### config.mk
export PLATFORM = sky130hd
export DESIGN_NAME = utf8_to_utf16_decoder_flat
export DESIGN_NICKNAME = d
export VERILOG_FILES = /design/src/sv/u8u16_pkg.sv /design/src/sv/u8u16_byte_if.sv /design/src/sv/u8u16_res_if.sv /design/src/sv/utf8_to_utf16_decoder.sv /design/src/sv/u8u16_core.sv /design/src/sv/u8u16_fifo.sv /design/src/flat_wrapper.sv
export SDC_FILE = /design/constraint.sdc
export NUM_CORES = 1
export LEC_CHECK = 0
export BUFFER_PORTS_ARGS = -buffer_cell sky130_fd_sc_hd__buf_2
export CAP_MARGIN = 0
export CORE_UTILIZATION = 30
export CTS_CLUSTER_SIZE = 14
export DETAILED_ROUTE_END_ITERATION = 8
export PLACE_DENSITY = 0.41
export SLEW_MARGIN = 20
export SYNTH_ARGS = -nofsm -noshare
export SYNTH_HDL_FRONTEND = slang
export SYNTH_SLANG_ARGS = --single-unit
### constraint.sdc
create_clock -name i_clk -period 8.8 [get_ports i_clk]
set_input_delay 1.32 -clock i_clk [delete_from_list [all_inputs] [get_ports i_clk]]
set_output_delay 1.32 -clock i_clk [all_outputs]
set_load 0.005 [all_outputs]
### src/sv/u8u16_pkg.sv
`timescale 1ns / 1ps
// ============================================================================
// UTF-8 to UTF-16 decoder package
// Shared result kinds, code point constants and the result and write request
// structures used by the decoder core, the result buffer and the result channel.
// ============================================================================
package u8u16_pkg;

    // Kind of one result.
    typedef enum logic [1:0] {
        KIND_UNIT    = 2'd0,
        KIND_END_OK  = 2'd1,
        KIND_END_ERR = 2'd2,
        KIND_ERROR   = 2'd3
    } t_kind;

    localparam logic [15:0] SURR_HI_BASE = 16'hD800;
    localparam logic [15:0] SURR_LO_BASE = 16'hDC00;
    localparam logic [20:0] SUPP_BASE    = 21'h010000;
    localparam logic [20:0] CP_MAX       = 21'h10FFFF;

    // Result buffer size. The pointers wrap by overflow, so this stays a
    // power of two, and at least four so that two bytes in flight fit.
    localparam int RES_DEPTH = 8;
    localparam int RES_PTR_W = $clog2(RES_DEPTH);
    localparam int RES_CNT_W = $clog2(RES_DEPTH + 1);

    // One result as it leaves the block.
    typedef struct packed {
        logic [15:0] code_unit;
        t_kind       kind;
        logic        last_of_run;
    } t_result;

    // Results that one decoded byte hands to the result buffer.
    typedef struct packed {
        logic [1:0] count;
        t_result    res0;
        t_result    res1;
    } t_wr_req;

endpackage

### src/sv/u8u16_byte_if.sv
`timescale 1ns / 1ps
// ============================================================================
// UTF-8 byte channel
// Valid/ready channel that carries one UTF-8 byte per transaction.
// ============================================================================
interface u8u16_byte_if;
    logic       valid;
    logic       ready;
    logic [7:0] in_byte;

    modport source (output valid, output in_byte, input ready);
    modport sink   (input valid, input in_byte, output ready);
endinterface

### src/sv/u8u16_res_if.sv
`timescale 1ns / 1ps
// ============================================================================
// UTF-16 result channel
// Valid/ready channel that carries one code unit or status result per
// transaction.
// ============================================================================
interface u8u16_res_if;
    import u8u16_pkg::*;

    logic        valid;
    logic        ready;
    logic [15:0] code_unit;
    t_kind       kind;
    logic        last_of_run;

    modport source (output valid, output code_unit, output kind, output last_of_run,
                    input ready);
    modport sink   (input valid, input code_unit, input kind, input last_of_run,
                    output ready);
endinterface

### src/sv/utf8_to_utf16_decoder.sv
`timescale 1ns / 1ps
// ============================================================================
// UTF-8 to UTF-16 decoder
// Decodes a zero-terminated UTF-8 byte stream into UTF-16 code units with
// error and end-of-string reporting.
// ============================================================================
// Usage:
//   i_byte_ch carries one UTF-8 byte per transaction; a zero byte ends the
//   string. o_res_ch carries one result per transaction: a code unit, an
//   error mark, or an end mark saying whether the string was good.
//   last_of_run marks the final result caused by a byte; a supplementary
//   code point gives a surrogate pair, an unfinished sequence at the
//   terminator gives an error followed by the end mark.
//   A byte is held in the input register and decoded from there; its results
//   are written to the result buffer, which drives the output channel.
//   Throughput: one byte per cycle, set by the output channel which moves
//   one result per cycle when not stalled; a surrogate pair is two results.
//   The result buffer holds eight results; input ready drops when the buffer
//   cannot absorb the worst case of the byte in decode plus a new one.
//   When the receiver stalls, results wait in the buffer and the input is
//   back-pressured once it fills. Reset empties the buffer and clears the
//   sequence state; input ready is high once reset has emptied the buffer.
// ============================================================================
module utf8_to_utf16_decoder (
    input  logic        i_clk,
    input  logic        i_rst_n,
    u8u16_byte_if.sink  i_byte_ch,
    u8u16_res_if.source o_res_ch
);
    import u8u16_pkg::*;

    logic                 w_accept;
    logic                 w_ready;
    logic                 w_pop;
    logic [RES_CNT_W-1:0] w_count;
    t_wr_req              w_wr;
    t_result              w_head;

    assign w_accept       = i_byte_ch.valid & w_ready;
    assign i_byte_ch.ready = w_ready;
    assign w_pop          = o_res_ch.valid & o_res_ch.ready;

    // Decoder core.
    u8u16_core u_core (
        .i_clk        (i_clk),
        .i_rst_n      (i_rst_n),
        .i_accept     (w_accept),
        .i_in_byte    (i_byte_ch.in_byte),
        .i_fifo_count (w_count),
        .o_ready      (w_ready),
        .o_wr         (w_wr)
    );

    // Result buffer.
    u8u16_fifo u_fifo (
        .i_clk   (i_clk),
        .i_rst_n (i_rst_n),
        .i_wr    (w_wr),
        .i_pop   (w_pop),
        .o_valid (o_res_ch.valid),
        .o_head  (w_head),
        .o_count (w_count)
    );

    assign o_res_ch.code_unit   = w_head.code_unit;
    assign o_res_ch.kind        = w_head.kind;
    assign o_res_ch.last_of_run = w_head.last_of_run;

endmodule

### src/sv/u8u16_core.sv
`timescale 1ns / 1ps
// ============================================================================
// UTF-8 decoder core
// Input register, running sequence state and the single-pass decode that
// turns one byte into zero, one or two results for the result buffer.
// ============================================================================
module u8u16_core (
    input  logic                              i_clk,
    input  logic                              i_rst_n,
    input  logic                              i_accept,
    input  logic [7:0]                        i_in_byte,
    input  logic [u8u16_pkg::RES_CNT_W-1:0]   i_fifo_count,
    output logic                              o_ready,
    output u8u16_pkg::t_wr_req                o_wr
);
    import u8u16_pkg::*;

    logic               r_in_vld;
    logic [7:0]         r_in_byte;
    logic [20:0]        r_pcp;
    logic [20:0]        n_pcp;
    logic [1:0]         r_rem;
    logic [1:0]         n_rem;
    logic               r_err;
    logic               n_err;
    logic [RES_CNT_W:0] w_need;
    t_wr_req            w_wr;

    // Accept a byte only if the buffer can take the worst case of both the
    // staged byte and the new one.
    assign w_need  = {1'b0, i_fifo_count} + (r_in_vld ? (RES_CNT_W+1)'(2) : '0);
    assign o_ready = (w_need <= (RES_CNT_W+1)'(RES_DEPTH - 2));

    // Input register.
    always_ff @(posedge i_clk) begin
        if (!i_rst_n) begin
            r_in_vld <= 1'b0;
        end else begin
            r_in_vld <= i_accept;
        end
        if (i_accept) begin
            r_in_byte <= i_in_byte;
        end
    end

    // Sequence state.
    always_ff @(posedge i_clk) begin
        if (!i_rst_n) begin
            r_pcp <= '0;
            r_rem <= '0;
            r_err <= 1'b0;
        end else if (r_in_vld) begin
            r_pcp <= n_pcp;
            r_rem <= n_rem;
            r_err <= n_err;
        end
    end

    // Decode of the staged byte.
    always_comb begin
        logic [20:0] cp;
        logic [20:0] v;
        logic        fail;

        cp    = {r_pcp[14:0], r_in_byte[5:0]};
        v     = cp - SUPP_BASE;
        fail  = 1'b0;
        n_pcp = r_pcp;
        n_rem = r_rem;
        n_err = r_err;
        w_wr  = '0;

        if (r_in_byte == 8'd0) begin
            // Terminator closes the string and clears all state.
            if (!r_err && r_rem != 2'd0) begin
                w_wr.count = 2'd2;
                w_wr.res0  = '{code_unit: 16'd0, kind: KIND_ERROR, last_of_run: 1'b0};
                w_wr.res1  = '{code_unit: 16'd0, kind: KIND_END_ERR, last_of_run: 1'b1};
            end else begin
                w_wr.count = 2'd1;
                w_wr.res0  = '{code_unit: 16'd0,
                               kind: (r_err ? KIND_END_ERR : KIND_END_OK),
                               last_of_run: 1'b1};
            end
            n_pcp = '0;
            n_rem = '0;
            n_err = 1'b0;
        end else if (r_err) begin
            // Discarding until the terminator.
        end else if (r_rem == 2'd0) begin
            // Lead byte position.
            if (!r_in_byte[7]) begin
                w_wr.count = 2'd1;
                w_wr.res0  = '{code_unit: {8'd0, r_in_byte}, kind: KIND_UNIT,
                               last_of_run: 1'b1};
            end else if (r_in_byte[7:5] == 3'b110) begin
                n_pcp = {16'd0, r_in_byte[4:0]};
                n_rem = 2'd1;
            end else if (r_in_byte[7:4] == 4'b1110) begin
                n_pcp = {17'd0, r_in_byte[3:0]};
                n_rem = 2'd2;
            end else if (r_in_byte[7:3] == 5'b11110) begin
                n_pcp = {18'd0, r_in_byte[2:0]};
                n_rem = 2'd3;
            end else begin
                fail = 1'b1;
            end
        end else if (r_in_byte[7:6] != 2'b10) begin
            fail = 1'b1;
        end else begin
            // Continuation byte.
            n_rem = r_rem - 2'd1;
            if (r_rem != 2'd1) begin
                n_pcp = cp;
            end else begin
                n_pcp = '0;
                if (cp[20:16] == 5'd0) begin
                    if (cp[15:11] == 5'b11011) begin
                        fail = 1'b1;
                    end else begin
                        w_wr.count = 2'd1;
                        w_wr.res0  = '{code_unit: cp[15:0], kind: KIND_UNIT,
                                       last_of_run: 1'b1};
                    end
                end else if (cp <= CP_MAX) begin
                    w_wr.count = 2'd2;
                    w_wr.res0  = '{code_unit: SURR_HI_BASE | {6'd0, v[19:10]},
                                   kind: KIND_UNIT, last_of_run: 1'b0};
                    w_wr.res1  = '{code_unit: SURR_LO_BASE | {6'd0, v[9:0]},
                                   kind: KIND_UNIT, last_of_run: 1'b1};
                end else begin
                    fail = 1'b1;
                end
            end
        end

        // Any error reports once and clears the partial code point.
        if (fail) begin
            n_pcp      = '0;
            n_rem      = '0;
            n_err      = 1'b1;
            w_wr.count = 2'd1;
            w_wr.res0  = '{code_unit: 16'd0, kind: KIND_ERROR, last_of_run: 1'b1};
            w_wr.res1  = '0;
        end

        if (!r_in_vld) begin
            w_wr.count = 2'd0;
        end
    end

    assign o_wr = w_wr;

endmodule

### src/sv/u8u16_fifo.sv
`timescale 1ns / 1ps
// ============================================================================
// UTF-8 decoder result buffer
// Small register queue that takes up to two results per cycle from the core
// and presents one result per transaction on the output channel.
// ============================================================================
module u8u16_fifo (
    input  logic                              i_clk,
    input  logic                              i_rst_n,
    input  u8u16_pkg::t_wr_req                i_wr,
    input  logic                              i_pop,
    output logic                              o_valid,
    output u8u16_pkg::t_result                o_head,
    output logic [u8u16_pkg::RES_CNT_W-1:0]   o_count
);
    import u8u16_pkg::*;

    t_result              r_mem [RES_DEPTH];
    logic [RES_PTR_W-1:0] r_head;
    logic [RES_PTR_W-1:0] r_tail;
    logic [RES_CNT_W-1:0] r_count;
    logic [RES_PTR_W-1:0] w_tail1;

    assign w_tail1 = r_tail + RES_PTR_W'(1);

    // Storage writes.
    always_ff @(posedge i_clk) begin
        if (i_wr.count != 2'd0) begin
            r_mem[r_tail] <= i_wr.res0;
        end
        if (i_wr.count == 2'd2) begin
            r_mem[w_tail1] <= i_wr.res1;
        end
    end

    // Pointers and fill count.
    always_ff @(posedge i_clk) begin
        if (!i_rst_n) begin
            r_head  <= '0;
            r_tail  <= '0;
            r_count <= '0;
        end else begin
            r_tail  <= r_tail + RES_PTR_W'(i_wr.count);
            r_head  <= r_head + RES_PTR_W'(i_pop);
            r_count <= r_count + RES_CNT_W'(i_wr.count) - RES_CNT_W'(i_pop);
        end
    end

    assign o_valid = (r_count != '0);
    assign o_head  = r_mem[r_head];
    assign o_count = r_count;

endmodule

### src/flat_wrapper.sv
// flat-port wrapper written by rule: the top's interface ports become plain ports
module utf8_to_utf16_decoder_flat import u8u16_pkg::*;
  (i_clk, i_rst_n, i_byte_ch_valid, i_byte_ch_in_byte, i_byte_ch_ready, o_res_ch_valid, o_res_ch_code_unit, o_res_ch_kind, o_res_ch_last_of_run, o_res_ch_ready);
  u8u16_byte_if i_byte_ch_i ();
  u8u16_res_if o_res_ch_i ();
  input  logic i_clk;
  input  logic i_rst_n;
  input wire logic [$bits(i_byte_ch_i.valid)-1:0] i_byte_ch_valid;
  input wire logic [$bits(i_byte_ch_i.in_byte)-1:0] i_byte_ch_in_byte;
  output wire logic [$bits(i_byte_ch_i.ready)-1:0] i_byte_ch_ready;
  output wire logic [$bits(o_res_ch_i.valid)-1:0] o_res_ch_valid;
  output wire logic [$bits(o_res_ch_i.code_unit)-1:0] o_res_ch_code_unit;
  output wire logic [$bits(o_res_ch_i.kind)-1:0] o_res_ch_kind;
  output wire logic [$bits(o_res_ch_i.last_of_run)-1:0] o_res_ch_last_of_run;
  input wire logic [$bits(o_res_ch_i.ready)-1:0] o_res_ch_ready;
  assign i_byte_ch_i.valid = i_byte_ch_valid;
  assign i_byte_ch_i.in_byte = i_byte_ch_in_byte;
  assign i_byte_ch_ready = i_byte_ch_i.ready;
  assign o_res_ch_valid = o_res_ch_i.valid;
  assign o_res_ch_code_unit = o_res_ch_i.code_unit;
  assign o_res_ch_kind = o_res_ch_i.kind;
  assign o_res_ch_last_of_run = o_res_ch_i.last_of_run;
  assign o_res_ch_i.ready = o_res_ch_ready;
  utf8_to_utf16_decoder u_core (.i_clk(i_clk), .i_rst_n(i_rst_n), .i_byte_ch(i_byte_ch_i), .o_res_ch(o_res_ch_i));
endmodule
==> impl_results.md <==
* Crit path launch: u_core.u_core.r_in_byte[5]$_DFFE_PP_
* # clock sinks at 189
* Yosys reg bits at 189
* Grt ovf at 0
* Antenna violations before repair at 0
* Cts hold-fix bufs at 0
* Worst IR Drop VDD at 0.111 mV
* Cell row count at 64
* Biggest area consumer among synthesized cells: edfxtp_1
* CP startpoint kind: flop
* Worst-Skew Late Latency at 0.45 ns
* Fin crit period at 4.59 ns
* Post-Synthesis Net Count at 788
* Bufs on Longest Clock Path at 2
* Synthesis-to-layout area growth at 11.6%
* Global-route wire length before repair at 44.6 mm
* Die width at 179 um
* Number of iterations in the first detailed-routing pass at 7
* Slew Limit Fails at 0
* CP dominant cell by count: nand2_1
* Adder-cell share of the synthesized area at 2.28%
* Hold_ws at 0.465 ns
* Sequential share of the synthesized area at 55.4%
* Drt wl/cell at 25.6 um
* Maximum achievable frequency at 0.218 GHz
* Post-Synth XOR/XNOR Area at 0.835%
* CORE AREA at 0.0307 mm2
* Largest net degree at the start of global routing at 40
* Nets at 796
* Post-synth ARST share at 0%
* Setup Buffers After CTS at 0
* Max-Cap Viols at 0
* Netlist Area Pre-Place at 0.00944 mm2
* Capture point of the worst path: u_core.u_fifo.r_mem[7][9]$_DFFE_PP_
* Critical path's largest stage delay at 0.77 ns
* R2R cell count at 7
* GR Util All Layers at 19.4%
* P per Cell Area at 223 mW/mm2
* Main combinational cell family by area after synthesis: compound AO/OA/AOI/OAI gates
* Synth Area in Compound Gates at 15.7%
* Req. time, crit path at 8.80 ns
* Initial Util at 30.7%
* Setup Skew at 0.0171 ns
* Crit path capture type: flop
* Leak at 3.48 nW
* Design Power at 0.00235 W
* Setup repair after global routing missed its margin: false
* 1st-iter DRT viols at 654
* TNS Setup at 0 ns
* Number of remaining DRC errors at 0
* Port bufs at 32
* Worst R2R Start: u_core.u_core.r_in_byte[5]$_DFFE_PP_
* Yosys top cell area share at 45.8%
* Post-synthesis mux area share at 11.3%
* Via count at 6,861
* DP HPWL at 21.9 mm
* H-tree depth at 4
* Simple-gate share of the synthesized area at 11.6%
* Proportion of layout cells with a drive suffix above 1 at 18.6%
* Worst-path clk slew at 0.08 ns
* Number of placed I/O pins at 33
* GPL Wtd Cong at 0.874
* Worst path arrival time at 4.59 ns
* Unique cell type count in the Yosys netlist at 64
* Flop2flop setup slack at 4.21 ns
* Leading cell types in the layout, fill and taps excluded: edfxtp_1 (144), nand2_1 (65), o21ai_0 (53)
* Commonest non-fill, non-tap cell in the layout: edfxtp_1
* Critical path type: reg -> reg
* Fin cells at 1,177
* Worst Path Buf+Inv at 0
* Status: completed
* Number of global-route vias before repair at 6,654
* Warnings, synthesis at 0
* Die H at 179 um
* Number of flops mapped to enable cells by yosys at 144
* Final ANT Viol Nets at 0
* Synth Flop Type: edfxtp_1
* Crit Path Max Fanout at 29
* Via density per instance at 5.83
* Die Area at 0.0322 mm2
* Final hold violations at 0
* Critical path's slowest cell: edfxtp_1
* Final wirelength at 30.2 mm
* Post-CTS sizing at 0
* Syn_area_per_cell at 12.4 um2
* HP Class: reg -> reg
* Crit path depth at 7
* Worst slew pin tran at 1.12 ns
* Post-synthesis cell count at 760
* CTS tree: done
* Synth top area cells: edfxtp_1 (46%), dfxtp_1 (9.5%), mux4_2 (9.1%), a22o_1 (3.8%), o21ai_0 (2.8%)
* Root buf cell: clkbuf_16
* Crit path cell chain: nand3_1 > nor4_2 > a2111oi_0 > or4_4 > a211o_1 > nand2_1 > nand2_1
* Family with the most delay on the worst path: simple AND/OR/NAND/NOR gates
* Num CTS Buffers at 17
* Setup violations, final at 0
* Ratio of final minimum period to clock period at 52.1%
* R2r endpoint: u_core.u_fifo.r_mem[7][9]$_DFFE_PP_
* Placed Instances at 1,145
* Slew HR at 25.3%
* Worst hold start: u_core.u_fifo.r_mem[0][16]$_SDFFE_PP0P_
synthesized netlist by cell type, drive strengths merged (16+ instances only):
cell type	count
a21oi	16
a22o	41
a32o	26
and2	16
clkbuf	38
dfxtp	45
edfxtp	144
mux2	19
mux4	38
nand2	65
nand3	20
nor2	51
o21ai	59
o22ai	29
how the worst min path moves through the flow:
stage	endpoint	slack (ns)	cells past startpoint
after detailed placement	u_core.u_fifo.r_mem[0][1]$_SDFFE_PP0P_	0.45	2
after floorplan	u_core.u_fifo.r_mem[2][16]$_SDFFE_PP0P_	0.43	2
after global routing	u_core.u_fifo.r_mem[7][1]$_SDFFE_PP0P_	0.50	1
final	u_core.u_fifo.r_mem[0][16]$_SDFFE_PP0P_	0.47	2
after CTS	u_core.u_fifo.r_mem[0][1]$_SDFFE_PP0P_	0.47	2
after global placement	u_core.u_fifo.r_mem[3][1]$_SDFFE_PP0P_	0.45	2
power breakdown:
group          total (W)  internal [W]  switching, W
clock           0.000806      0.000430      0.000376
sequential       0.00105      0.000992     0.0000549
combinational   0.000500      0.000216      0.000283
metal layers:
layer	global-route usage (%)	vias up	part of all wire (%)
met4	4.27	0	1.0
met3	3.42	28	6.1
met5	0	-	0
met1	27.2	3534	45
li1	-	3010	-
met2	31.2	289	48
registers in the layout (all words and copies together) (netlist names):
name	count
u_core.u_core.r_in_vld	1
u_core.u_core.r_rem	2
u_core.u_core.r_in_byte	8
u_core.u_fifo.r_mem	152
u_core.u_fifo.o_count	4
u_core.u_core.r_pcp	15
u_core.u_core.r_err	1
u_core.u_fifo.r_head	3
u_core.u_fifo.r_tail	3
cells by family after synthesis:
logic type,after synthesis
adder cells (fa/ha/maj),16
buffers and inverters,63
multiplexers,57
XOR/XNOR,9
flip-flops,189
AO/OA/AOI/OAI,206
AND/OR/NAND/NOR,220
worst min-delay path, cell delays in order (launching register included):
cell and delay, ns:
dfxtp_1 0.31, nand2_1 0.04, o21ai_0 0.06
area by class of cell:
class	instances	area (um2)
antenna	1	2.50
clock buffer	17	425
clock inverter	14	173
fill	3063	20200
inverter	12	45.0
multi-input combinational	508	3950
sequential	189	5230
tap	396	495
timing repair buffer	40	220
stage by stage:
stage	util [%]	area [um2]	setup WS [ns]
global placement	32.3	9930	4.41
global route	34.2	10500	3.95
CTS	34.2	10500	4.23
finish	34.3	10500	4.21
floorplan	-	9440	5.16
detailed placement	32.3	9930	4.25
No activity file was read; power rests on OpenSTA's default activity.
